`config.mk`:
```
export PLATFORM = sky130hd
export DESIGN_NAME = length_prefixed_frame_deframer_flat
export DESIGN_NICKNAME = d
export VERILOG_FILES = /design/src/hw/rtl/lpfd_pkg.sv /design/src/hw/rtl/lpfd_if.sv /design/src/hw/rtl/length_prefixed_frame_deframer.sv /design/src/hw/rtl/lpfd_regs.sv /design/src/hw/rtl/lpfd_front.sv /design/src/hw/rtl/lpfd_queue.sv /design/src/hw/rtl/lpfd_back.sv /design/src/flat_wrapper.sv
export SDC_FILE = /design/constraint.sdc
export NUM_CORES = 1
export LEC_CHECK = 0
export BUFFER_PORTS_ARGS = -buffer_cell sky130_fd_sc_hd__buf_2
export CORE_UTILIZATION = 49
export CTS_CLUSTER_SIZE = 10
export DETAILED_ROUTE_END_ITERATION = 16
export GPL_TIMING_DRIVEN = 0
export PLACE_DENSITY = 0.76
export SLEW_MARGIN = 20
export SYNTH_ARGS = -nofsm -noshare
export SYNTH_HDL_FRONTEND = slang
export SYNTH_SLANG_ARGS = --single-unit
```
`constraint.sdc`:
```
create_clock -name clk -period 9.1 [get_ports clk]
set_clock_uncertainty 0.05 [all_clocks]
set_input_delay 0.91 -clock clk [delete_from_list [all_inputs] [get_ports clk]]
set_output_delay 0.91 -clock clk [all_outputs]
set_load 0.01 [all_outputs]
```
`src/hw/rtl/lpfd_pkg.sv`:
```
package lpfd_pkg;

  localparam int MAC_REGS        = 4;
  localparam int MAC_W           = 48;
  localparam int LEN_W           = 16;
  localparam int MASK_W          = 4;
  localparam int BYTE_W          = 8;
  localparam int ADDR_W          = 6;
  localparam int DATA_W          = 64;
  localparam int HDR_BYTES       = 4;
  localparam int MAC_BYTES       = 6;
  localparam int GROUP_BIT       = 40;
  localparam int NUM_PORTS_DEF   = 4;
  localparam int QUEUE_DEPTH_DEF = 4;

  localparam logic [LEN_W-1:0] LIMIT_RESET = 16'd1518;

  localparam logic KIND_BYTE       = 1'b0;
  localparam logic KIND_LINK_RESET = 1'b1;

  typedef enum logic [2:0] {
    REG_MAC_ZERO,
    REG_MAC_ONE,
    REG_MAC_TWO,
    REG_MAC_THREE,
    REG_PORT_ENABLE,
    REG_LENGTH_LIMIT
  } reg_idx_t;

  typedef struct packed {
    logic [MAC_REGS-1:0][MAC_W-1:0] mac;
    logic [MASK_W-1:0]              enable;
    logic [LEN_W-1:0]               limit;
  } cfg_t;

  typedef struct packed {
    logic              data_valid;
    logic [BYTE_W-1:0] data_byte;
    logic              frame_end;
    logic [LEN_W-1:0]  frame_length;
    logic              oversize;
    logic              mac_ok;
    logic [MAC_W-1:0]  dest_mac;
  } act_t;

endpackage

```
`src/hw/rtl/lpfd_if.sv`:
```
interface lpfd_in_if;
  logic       valid;
  logic       ready;
  logic       kind;
  logic [7:0] byte_in;

  modport source (output valid, kind, byte_in, input ready);
  modport sink (input valid, kind, byte_in, output ready);
endinterface

interface lpfd_out_if;
  logic        valid;
  logic        ready;
  logic        data_valid;
  logic [7:0]  data_byte;
  logic        frame_end;
  logic [3:0]  deliver_mask;
  logic [15:0] frame_length;
  logic        oversize;

  modport source (output valid, data_valid, data_byte, frame_end, deliver_mask, frame_length,
                  oversize, input ready);
  modport sink (input valid, data_valid, data_byte, frame_end, deliver_mask, frame_length,
                oversize, output ready);
endinterface

```
`src/hw/rtl/length_prefixed_frame_deframer.sv`:
```
// Deframes a link byte stream in which every frame is preceded by a 4-byte little-endian
// length. Each frame byte leaves as one word; the word carrying the last byte also carries
// the frame length and a delivery mask with bit i set when port i is enabled and the
// destination MAC is group-addressed or equals the MAC of port i (frames under 6 bytes get
// an empty mask). A zero length gives one end word with no data; a length above the limit
// gives one oversize word and header collection restarts at the next byte. A link reset
// word clears the parse and gives no output. The block takes one word per clock: the parser
// handles each byte as it is taken, a QUEUE_DEPTH-entry queue feeds the MAC filter, whose
// four 48-bit compares run in parallel, and results pass through the queue into the
// output register. Ready on the link side drops only when the queue fills under
// output backpressure. Registers sit at byte address 8*i: port MACs 0..3, port enable mask,
// frame length limit (reset 1518); write them only while the block is idle.
module length_prefixed_frame_deframer #(
  parameter int NUM_PORTS   = lpfd_pkg::NUM_PORTS_DEF,
  parameter int QUEUE_DEPTH = lpfd_pkg::QUEUE_DEPTH_DEF
) (
  input  logic                        clk,
  input  logic                        rst,
  input  logic                        psel,
  input  logic                        penable,
  input  logic                        pwrite,
  input  logic [lpfd_pkg::ADDR_W-1:0] paddr,
  input  logic [lpfd_pkg::DATA_W-1:0] pwdata,
  output logic [lpfd_pkg::DATA_W-1:0] prdata,
  output logic                        pready,
  lpfd_in_if.sink                     link,
  lpfd_out_if.source                  frame
);
  import lpfd_pkg::*;

  cfg_t cfg;
  act_t push_entry;
  act_t head;
  logic push;
  logic pop;
  logic full;
  logic empty;

  lpfd_regs u_regs (
    .clk     (clk),
    .rst     (rst),
    .psel    (psel),
    .penable (penable),
    .pwrite  (pwrite),
    .paddr   (paddr),
    .pwdata  (pwdata),
    .prdata  (prdata),
    .pready  (pready),
    .cfg     (cfg)
  );

  lpfd_front u_front (
    .clk        (clk),
    .rst        (rst),
    .link       (link),
    .limit      (cfg.limit),
    .q_full     (full),
    .push       (push),
    .push_entry (push_entry)
  );

  lpfd_queue #(
    .DEPTH (QUEUE_DEPTH)
  ) u_queue (
    .clk        (clk),
    .rst        (rst),
    .push       (push),
    .push_entry (push_entry),
    .pop        (pop),
    .head       (head),
    .full       (full),
    .empty      (empty)
  );

  lpfd_back #(
    .NUM_PORTS (NUM_PORTS)
  ) u_back (
    .clk   (clk),
    .rst   (rst),
    .cfg   (cfg),
    .head  (head),
    .empty (empty),
    .pop   (pop),
    .frame (frame)
  );

endmodule

```
`src/hw/rtl/lpfd_regs.sv`:
```
module lpfd_regs (
  input  logic                           clk,
  input  logic                           rst,
  input  logic                           psel,
  input  logic                           penable,
  input  logic                           pwrite,
  input  logic [lpfd_pkg::ADDR_W-1:0]    paddr,
  input  logic [lpfd_pkg::DATA_W-1:0]    pwdata,
  output logic [lpfd_pkg::DATA_W-1:0]    prdata,
  output logic                           pready,
  output lpfd_pkg::cfg_t                 cfg
);
  import lpfd_pkg::*;

  reg_idx_t idx;
  logic     wr;

  assign pready = 1'b1;
  assign idx    = reg_idx_t'(paddr[ADDR_W-1:3]);
  assign wr     = psel && penable && pwrite && pready;

  always_ff @(posedge clk) begin
    if (rst) begin
      cfg.mac    <= '0;
      cfg.enable <= '0;
      cfg.limit  <= LIMIT_RESET;
    end else if (wr) begin
      unique case (idx)
        REG_MAC_ZERO:     cfg.mac[0] <= pwdata[MAC_W-1:0];
        REG_MAC_ONE:      cfg.mac[1] <= pwdata[MAC_W-1:0];
        REG_MAC_TWO:      cfg.mac[2] <= pwdata[MAC_W-1:0];
        REG_MAC_THREE:    cfg.mac[3] <= pwdata[MAC_W-1:0];
        REG_PORT_ENABLE:  cfg.enable <= pwdata[MASK_W-1:0];
        REG_LENGTH_LIMIT: cfg.limit  <= pwdata[LEN_W-1:0];
        default: ;
      endcase
    end
  end

  always_comb begin
    unique case (idx)
      REG_MAC_ZERO:     prdata = DATA_W'(cfg.mac[0]);
      REG_MAC_ONE:      prdata = DATA_W'(cfg.mac[1]);
      REG_MAC_TWO:      prdata = DATA_W'(cfg.mac[2]);
      REG_MAC_THREE:    prdata = DATA_W'(cfg.mac[3]);
      REG_PORT_ENABLE:  prdata = DATA_W'(cfg.enable);
      REG_LENGTH_LIMIT: prdata = DATA_W'(cfg.limit);
      default:          prdata = '0;
    endcase
  end

endmodule

```
`src/hw/rtl/lpfd_front.sv`:
```
module lpfd_front (
  input  logic                        clk,
  input  logic                        rst,
  lpfd_in_if.sink                     link,
  input  logic [lpfd_pkg::LEN_W-1:0]  limit,
  input  logic                        q_full,
  output logic                        push,
  output lpfd_pkg::act_t              push_entry
);
  import lpfd_pkg::*;

  logic                           in_payload, in_payload_next;
  logic [1:0]                     hdr_count, hdr_count_next;
  logic [(HDR_BYTES-1)*BYTE_W-1:0] len_acc, len_acc_next;
  logic [LEN_W-1:0]               remaining, remaining_next;
  logic [LEN_W-1:0]               seen, seen_next;
  logic [MAC_W-1:0]               dest, dest_next;
  logic [HDR_BYTES*BYTE_W-1:0]    len_full;
  logic                           accept;

  assign link.ready = !q_full;
  assign accept     = link.valid && link.ready;
  assign len_full   = {link.byte_in, len_acc};

  always_comb begin
    in_payload_next = in_payload;
    hdr_count_next  = hdr_count;
    len_acc_next    = len_acc;
    remaining_next  = remaining;
    seen_next       = seen;
    dest_next       = dest;
    push            = 1'b0;
    push_entry      = '0;
    if (accept) begin
      if (link.kind == KIND_LINK_RESET) begin
        in_payload_next = 1'b0;
        hdr_count_next  = '0;
        len_acc_next    = '0;
        remaining_next  = '0;
        seen_next       = '0;
        dest_next       = '0;
      end else if (!in_payload) begin
        hdr_count_next = hdr_count + 2'd1;
        unique case (hdr_count)
          2'd0: len_acc_next[7:0]   = link.byte_in;
          2'd1: len_acc_next[15:8]  = link.byte_in;
          2'd2: len_acc_next[23:16] = link.byte_in;
          default: begin
            len_acc_next   = '0;
            hdr_count_next = '0;
            if (len_full > 32'(limit)) begin
              push                    = 1'b1;
              push_entry.oversize     = 1'b1;
              push_entry.frame_length = (len_full[31:16] != '0) ? '1 : len_full[15:0];
            end else if (len_full == '0) begin
              push                 = 1'b1;
              push_entry.frame_end = 1'b1;
            end else begin
              in_payload_next = 1'b1;
              remaining_next  = len_full[LEN_W-1:0];
            end
          end
        endcase
      end else begin
        if (seen < LEN_W'(MAC_BYTES)) begin
          dest_next = {dest[MAC_W-BYTE_W-1:0], link.byte_in};
        end
        seen_next             = seen + 1'b1;
        remaining_next        = remaining - 1'b1;
        push                  = 1'b1;
        push_entry.data_valid = 1'b1;
        push_entry.data_byte  = link.byte_in;
        if (remaining == LEN_W'(1)) begin
          push_entry.frame_end    = 1'b1;
          push_entry.frame_length = seen_next;
          push_entry.mac_ok       = seen_next >= LEN_W'(MAC_BYTES);
          push_entry.dest_mac     = dest_next;
          in_payload_next         = 1'b0;
          remaining_next          = '0;
          seen_next               = '0;
          dest_next               = '0;
        end
      end
    end
  end

  always_ff @(posedge clk) begin
    if (rst) begin
      in_payload <= 1'b0;
      hdr_count  <= '0;
      len_acc    <= '0;
      remaining  <= '0;
      seen       <= '0;
      dest       <= '0;
    end else begin
      in_payload <= in_payload_next;
      hdr_count  <= hdr_count_next;
      len_acc    <= len_acc_next;
      remaining  <= remaining_next;
      seen       <= seen_next;
      dest       <= dest_next;
    end
  end

  a_oversize_no_data: assert property (@(posedge clk) disable iff (rst)
    push && push_entry.oversize |-> !push_entry.data_valid && !push_entry.frame_end)
    else $error("oversize word carries data");

endmodule

```
`src/hw/rtl/lpfd_queue.sv`:
```
module lpfd_queue #(
  parameter int DEPTH = lpfd_pkg::QUEUE_DEPTH_DEF
) (
  input  logic           clk,
  input  logic           rst,
  input  logic           push,
  input  lpfd_pkg::act_t push_entry,
  input  logic           pop,
  output lpfd_pkg::act_t head,
  output logic           full,
  output logic           empty
);
  import lpfd_pkg::*;

  localparam int PTR_W = (DEPTH > 1) ? $clog2(DEPTH) : 1;
  localparam int CNT_W = $clog2(DEPTH + 1);

  act_t             slots [DEPTH];
  logic [PTR_W-1:0] wptr, rptr;
  logic [CNT_W-1:0] count;

  assign full  = count == CNT_W'(DEPTH);
  assign empty = count == '0;
  assign head  = slots[rptr];

  always_ff @(posedge clk) begin
    if (push) begin
      slots[wptr] <= push_entry;
    end
  end

  always_ff @(posedge clk) begin
    if (rst) begin
      wptr  <= '0;
      rptr  <= '0;
      count <= '0;
    end else begin
      if (push) begin
        wptr <= (wptr == PTR_W'(DEPTH - 1)) ? '0 : wptr + 1'b1;
      end
      if (pop) begin
        rptr <= (rptr == PTR_W'(DEPTH - 1)) ? '0 : rptr + 1'b1;
      end
      unique case ({push, pop})
        2'b10:   count <= count + 1'b1;
        2'b01:   count <= count - 1'b1;
        default: count <= count;
      endcase
    end
  end

  a_no_overflow: assert property (@(posedge clk) disable iff (rst) !(push && full))
    else $error("push into full queue");

  a_no_underflow: assert property (@(posedge clk) disable iff (rst) !(pop && empty))
    else $error("pop from empty queue");

endmodule

```
`src/hw/rtl/lpfd_back.sv`:
```
module lpfd_back #(
  parameter int NUM_PORTS = lpfd_pkg::NUM_PORTS_DEF
) (
  input  logic           clk,
  input  logic           rst,
  input  lpfd_pkg::cfg_t cfg,
  input  lpfd_pkg::act_t head,
  input  logic           empty,
  output logic           pop,
  lpfd_out_if.source     frame
);
  import lpfd_pkg::*;

  logic [MASK_W-1:0] mask;
  logic              group;

  assign pop   = !empty && (!frame.valid || frame.ready);
  assign group = head.dest_mac[GROUP_BIT];

  always_comb begin
    mask = '0;
    if (head.frame_end && head.mac_ok) begin
      for (int i = 0; i < MAC_REGS; i++) begin
        if (i < NUM_PORTS && cfg.enable[i] && (group || head.dest_mac == cfg.mac[i])) begin
          mask[i] = 1'b1;
        end
      end
    end
  end

  always_ff @(posedge clk) begin
    if (rst) begin
      frame.valid <= 1'b0;
    end else if (pop) begin
      frame.valid <= 1'b1;
    end else if (frame.ready) begin
      frame.valid <= 1'b0;
    end
  end

  always_ff @(posedge clk) begin
    if (pop) begin
      frame.data_valid   <= head.data_valid;
      frame.data_byte    <= head.data_byte;
      frame.frame_end    <= head.frame_end;
      frame.deliver_mask <= mask;
      frame.frame_length <= head.frame_length;
      frame.oversize     <= head.oversize;
    end
  end

  a_mask_on_end: assert property (@(posedge clk) disable iff (rst)
    frame.valid && frame.deliver_mask != '0 |-> frame.frame_end && frame.data_valid)
    else $error("delivery mask outside frame end");

endmodule

```
`src/flat_wrapper.sv`:
```
// flat-port wrapper written by rule: the top's interface ports become plain ports
module length_prefixed_frame_deframer_flat import lpfd_pkg::*;
#(
  parameter int NUM_PORTS   = lpfd_pkg::NUM_PORTS_DEF,
  parameter int QUEUE_DEPTH = lpfd_pkg::QUEUE_DEPTH_DEF
)
  (clk, rst, psel, penable, pwrite, paddr, pwdata, prdata, pready, link_valid, link_kind, link_byte_in, link_ready, frame_valid, frame_data_valid, frame_data_byte, frame_frame_end, frame_deliver_mask, frame_frame_length, frame_oversize, frame_ready);
  lpfd_in_if link_i ();
  lpfd_out_if frame_i ();
  input  logic clk;
  input  logic rst;
  input  logic psel;
  input  logic penable;
  input  logic pwrite;
  input  logic [lpfd_pkg::ADDR_W-1:0] paddr;
  input  logic [lpfd_pkg::DATA_W-1:0] pwdata;
  output logic [lpfd_pkg::DATA_W-1:0] prdata;
  output logic pready;
  input wire logic [$bits(link_i.valid)-1:0] link_valid;
  input wire logic [$bits(link_i.kind)-1:0] link_kind;
  input wire logic [$bits(link_i.byte_in)-1:0] link_byte_in;
  output wire logic [$bits(link_i.ready)-1:0] link_ready;
  output wire logic [$bits(frame_i.valid)-1:0] frame_valid;
  output wire logic [$bits(frame_i.data_valid)-1:0] frame_data_valid;
  output wire logic [$bits(frame_i.data_byte)-1:0] frame_data_byte;
  output wire logic [$bits(frame_i.frame_end)-1:0] frame_frame_end;
  output wire logic [$bits(frame_i.deliver_mask)-1:0] frame_deliver_mask;
  output wire logic [$bits(frame_i.frame_length)-1:0] frame_frame_length;
  output wire logic [$bits(frame_i.oversize)-1:0] frame_oversize;
  input wire logic [$bits(frame_i.ready)-1:0] frame_ready;
  assign link_i.valid = link_valid;
  assign link_i.kind = link_kind;
  assign link_i.byte_in = link_byte_in;
  assign link_ready = link_i.ready;
  assign frame_valid = frame_i.valid;
  assign frame_data_valid = frame_i.data_valid;
  assign frame_data_byte = frame_i.data_byte;
  assign frame_frame_end = frame_i.frame_end;
  assign frame_deliver_mask = frame_i.deliver_mask;
  assign frame_frame_length = frame_i.frame_length;
  assign frame_oversize = frame_i.oversize;
  assign frame_i.ready = frame_ready;
  length_prefixed_frame_deframer #(.NUM_PORTS(NUM_PORTS), .QUEUE_DEPTH(QUEUE_DEPTH)) u_core (.clk(clk), .rst(rst), .psel(psel), .penable(penable), .pwrite(pwrite), .paddr(paddr), .pwdata(pwdata), .prdata(prdata), .pready(pready), .link(link_i), .frame(frame_i));
endmodule
```
# Word-level counts from Yosys, hierarchy flattened
# Memory sizes are Yosys's and may differ from the RTL's. A register that Yosys moved wholly into a read port is not among the register bits.
# Index checks and enable logic that the tools add are counted.
# totals
wordCells,159
output_inout_bits,98
memories,1
mem_bits_rw,304
ff_bits,358
input_bits,86
# mem_list
name,words,width,read_ports,rd_ports_with_merged_regs,wr,line_no,source
u_core.u_queue.slots,4,76,1,1,1,lpfd_queue.sv:18,act_t slots [DEPTH];
# op_classes
add_sub_neg,7
n_eq_ne,24
n_reduce_logical,41
n_lt_le_gt_ge,3
muxes,59
# ops
operator,n
$pmux W48 S6,1
$eq A48 B48 Y1,4
$mux W48,4
$mux W16,10
$mux W76,2
$mux W49,2
$mux W17,3
$mux W24,2
$pmux W8 S2,3
$gt A32 B16 Y1,1
$logic_not A32 Y1,1
$mux W1,22
$mux W18,1
$add A16 B1 Y16 const B,1
$eq A16 B1 Y1 const B,1
$ge A16 B3 Y1 const B,1
$lt A16 B3 Y1 const B,1
$reduce_and A2 Y1,8
$reduce_bool A16 Y1,1
$sub A16 B1 Y16 const B,1
$mux W2,7
$eq A3 B3 Y1 const B,3
$logic_and A1 B1 Y1,9
$mux W9,1
21 further kinds,44

# Logic depth before layout (Yosys ltp)
# depth
word_depth,9
depth_mapped,13
depth_no_buf,13

# By module
# A second synthesis with hierarchy kept.
# hier_totals
hier_cells,2700
area_unflattened_um2,31273.7
# modules_own_cells
mod,area_each_um2,cells_per_inst,seq_area_each_um2,n_inst
lpfd_queue,11458.5,445,9308.9,1
lpfd_regs,10277.4,1069,4244.1,1
lpfd_front,6402.4,884,2142.1,1
lpfd_back,3135.5,302,950.9,1

# Worst setup path after synthesis
# No wires, ideal clock.
# synth_timing
kind,flip-flop to flip-flop
start,"reg, netlist name u_core.u_regs.cfg[14]"
end,mem u_core.u_queue.slots[0][0] (netlist bit) (enable)
arrival_time_ps,5224
path_buffers,0
t_required_ps,8530
period_less_slack_ps,5794
setup_slack_ps,3306
setup_time_ps,520
path_stages_with_launch,10
cell_sequence,dfxtp_1 > inv_1 > ha_1 > nand4_1 > nor4_1 > a21boi_0 > o31a_1 > or2_2 > a21oi_4 > nor2b_1
# synth_via
elab_chain_len,8
# synth_lines
item,line_no,source
$gt A32 B16 Y1,lpfd_front.sv:51,if (len_full > 32'(limit)) begin
$mux W1,lpfd_front.sv:51,
$mux W1,lpfd_front.sv:44,unique case (hdr_count)
$mux W1,lpfd_front.sv:42,end else if (!in_payload) begin
$mux W1,lpfd_front.sv:35,if (link.kind == KIND_LINK_RESET) begin
$mux W1,lpfd_front.sv:34,if (accept) begin
$mux W1,lpfd_queue.sv:27,if (push) begin
$mux W1 (implied by the code),lpfd_queue.sv:28,slots[wptr] <= push_entry;
to (decl),lpfd_queue.sv:18,
# No other way between the ends.

# Final worst setup path
# layout_timing
start,in paddr[5] (netlist bit)
end,out prdata[17] (netlist bit)
# layout_via
elab_chain_len,2
word_cells_on_any_way,7
cone_classes,5 x eq/ne; 1 x mux; 1 x reduce/logical
# layout_lines
item,line_no,source
from (decl),flat_wrapper.sv:15,input logic [lpfd_pkg::ADDR_W-1:0] paddr;
"$eq A3 B3 Y1, or another cell as far along",lpfd_regs.sv:41,unique case (idx)
$pmux W48 S6 (*),lpfd_regs.sv:41,
to (decl),flat_wrapper.sv:17,output logic [lpfd_pkg::DATA_W-1:0] prdata;
# Every way passes the cells marked *; elsewhere a longest branch is shown, timed or not.

==> results.sh <==
export IMPL_cts_buffer_depth=3
export IMPL_postCtsHoldBufs=0
export IMPL_viasPerCell=6.18
export IMPL_synth_area_per_cell_sq_um=10.4
export IMPL_wire_per_inst_um=25.2
export IMPL_hpwl_um=73700
export IMPL_slowest_delay_ns=0.82
export IMPL_multi_input_comb_area_sq_mm=0.0126
export IMPL_post_cts_resize_count=0
export IMPL_final_cells=3999
export IMPL_drc=0
export IMPL_finalMaxSlewViolations=0
export IMPL_start_kind="input pin"
export IMPL_core_sq_mm=0.0607
export IMPL_synth_edf_count=335
export IMPL_ys_seq_area_frac=0.551
export IMPL_synthMuxAreaShare=0.0814
export IMPL_rsz0062_at_grt="false"
export IMPL_cp_end_kind="primary output"
export IMPL_htreeDepth=3
export IMPL_routed_wl_um=101000
export IMPL_status="finished clean"
export IMPL_fin_tns_setup_ns=0
export IMPL_port_buffers=147
export IMPL_crit_slowest_cell="nor2_1"
export IMPL_power_w=0.00757
export IMPL_hold_viol=0
export IMPL_yosysWarnings=0
export IMPL_cts_buffers=77
export IMPL_crit_chain="buf_2, or2_2, clkbuf_1, nor2_1, clkbuf_1, a22oi_1, nand2_1, buf_2"
export IMPL_ioPinCount=184
export IMPL_ys_ff_latch=664
export IMPL_p_per_area_mw_per_mm2=218
export IMPL_drtAntennaViolNets=0
export IMPL_antenna_found_initial=1
export IMPL_start_util=0.498
export IMPL_power_leakage_nw=12.3
export IMPL_fmax_mhz=222
export IMPL_placed_area_sq_mm=0.0324
export IMPL_cp_arrival_ns=3.54
export IMPL_place_ws_ns=4.80
export IMPL_finalCriticalPeriod_ns=4.50
export IMPL_cts_sinks=664
export IMPL_finalNetCount=3284
export IMPL_areaGrowthSynthToFinish_pct=14.8
export IMPL_path_buf_inv=4
export IMPL_relSlewSlack=0.157
export IMPL_drt_initial_drc_count=3094
export IMPL_mostFrequentLayoutCell="nand2_1"
export IMPL_clk_latency_ns=0.64
export IMPL_root_buffer="clkbuf_16"
export IMPL_grt_usage=0.316
export IMPL_synthArstFlopShare=0
export IMPL_grt_pass1_vias=22900
export IMPL_cpLargestDelayFamily="simple AND/OR/NAND/NOR gates"
export IMPL_fin_crit_sh=0.494
export IMPL_synth_compound_area_frac=0.120
export IMPL_num_antenna_cells=0
export IMPL_synth_top_family_by_area="simple AND/OR/NAND/NOR gates"
export IMPL_tightest_slew_ns=1.26
export IMPL_cp_required_ns=8.14
export IMPL_worstSetupPathType="in -> out"
export IMPL_drt_first_pass_iters=7
export IMPL_ys_flop_type="edfxtp_1"
export IMPL_clk_pin_slew_ns=0.06
export IMPL_register_area_sq_mm=0.0166
export IMPL_maxCapViolations=0
export IMPL_synthCells=2909
export IMPL_final_cell_mix="620 x nand2_1, 335 x edfxtp_1, 329 x dfxtp_1, 302 x a21oi_1, 174 x clkbuf_1"
export IMPL_cts_tree="built"
export IMPL_die_area_sq_mm=0.0627
export IMPL_cp_max_fo=10
export IMPL_vias=24700
export IMPL_rows=90
export IMPL_post_cts_buffers=0
export IMPL_setup_viol=0
export IMPL_ir_worst_vdd_mv=0.120
export IMPL_hold_path_class="reg -> reg"
export IMPL_gp_congestion=1.05
export IMPL_post_place_cells=3870
export IMPL_synthesis_area_sq_mm=0.0302
export IMPL_finalWorstSetupSlack_ns=4.60
export IMPL_die_h_um=250
export IMPL_drive_gt1_frac=0.126
export IMPL_synth_distinct_cells=76
export IMPL_synthAdderAreaFrac=0.0131
export IMPL_fin_area_sq_mm=0.0347
export IMPL_synth_xor_area_frac=0.0571
export IMPL_grt_start_max_net_pins=24
export IMPL_die_x_um=250
export IMPL_yosys_area_share_simple=0.141
export IMPL_fill_cells=5138
export IMPL_grt_pass1_wl_um=147000
export IMPL_grt_overflow_total=0
-- layout make-up --
type	instances	area share
repair buffers	164	0.0330
plain buffers	205	0.0272
well taps	782	0.0282
clock inverters	7	0.00364
flip-flops and latches	664	0.480
inverters	42	0.00454
multi-input cells	2013	0.362
clock buffers	122	0.0616
-- synthesized netlist by cell type, drive strengths merged, types with 20 or more instances --
| cell type | n | area [sq um] |
|---|---|---|
| mux2i | 114 | 1140 |
| dfxtp | 329 | 6590 |
| mux4 | 36 | 811 |
| nor4 | 33 | 206 |
| a22oi | 126 | 946 |
| a21oi | 304 | 1530 |
| nand2 | 620 | 2330 |
| mux2 | 45 | 507 |
| nand4 | 46 | 288 |
| and3 | 20 | 125 |
| nand3 | 39 | 195 |
| inv | 42 | 158 |
| o21ai | 39 | 195 |
| nor3 | 40 | 205 |
| clkbuf | 132 | 495 |
| ha | 30 | 375 |
| edfxtp | 335 | 10100 |
| xor2 | 138 | 1210 |
| nor2 | 136 | 510 |
| buf | 73 | 448 |
| xnor2 | 59 | 517 |
-- metal layers --
metal,track usage,vias to the layer above,share of wire
met5,0,-,0
met4,0.161,0,0.057
li1,-,10900,-
met2,0.474,1566,0.43
met1,0.435,11900,0.40
met3,0.0625,333,0.11
-- flip-flops by register name, summed over array words and instances (netlist names), 2 cells and up, named ones only --
| signal | count |
|---|---|
| u_core.u_back.frame.data_byte | 8 |
| u_core.u_back.frame.deliver_mask | 4 |
| u_core.u_back.frame.frame_length | 16 |
| u_core.u_front.dest | 48 |
| u_core.u_front.hdr_count | 2 |
| u_core.u_front.len_acc | 24 |
| u_core.u_front.remaining | 16 |
| u_core.u_front.seen | 16 |
| u_core.u_queue.count | 3 |
| u_core.u_queue.rptr | 2 |
| u_core.u_queue.slots | 304 |
| u_core.u_queue.wptr | 2 |
| u_core.u_regs.cfg | 212 |
-- metrics by stage --
step / util / hold slack (ns)
2_1_floorplan: - / 0.382
3_3_place_gp: 0.527 / 0.390
3_5_place_dp: 0.534 / 0.397
4_1_cts: 0.572 / 0.405
5_1_grt: 0.572 / 0.430
6_report: 0.572 / 0.408
-- cells by family (layout without fill, tap and decap cells) --
| group | count (synthesis) | count (layout) |
|---|---|---|
| simple gates | 989 | 989 |
| flops | 664 | 664 |
| compound gates | 584 | 584 |
| buf+inv | 247 | 540 |
| xor+xnor | 197 | 197 |
| mux | 195 | 195 |
| fa+ha+maj | 31 | 31 |
| other cells | 2 | 17 |
-- where the power goes --
group | internal, W | switching (W)
sequential | 0.00324 | 0.0000493
clock | 0.00164 | 0.00121
combinational | 0.000492 | 0.000930
total | 0.00538 | 0.00219
-- worst paths after layout --
path / from / to / slack [ns] / cells after the start
worst min-delay path: u_core.u_front.len_acc[16] / u_core.u_front.len_acc[16] / 0.41 / 2
worst max-delay path: paddr[5] / prdata[17] / 4.60 / 8
worst max register to register: u_core.u_front.len_acc[14] / u_core.u_queue.slots[2][43] / 5.17 / 12
worst min register to register: u_core.u_front.len_acc[16] / u_core.u_front.len_acc[16] / 0.41 / 2
-- worst reg2reg max path: cells and delay by family, from the launching register on --
kind	cells	cell delay [ns]
AND/OR/NAND/NOR	4	1.17
buffers and inverters	4	0.84
AO/OA/AOI/OAI	3	0.75
flip-flops	1	0.43
adder cells (fa/ha/maj)	1	0.38
No activity file was read; power rests on OpenSTA's default activity.
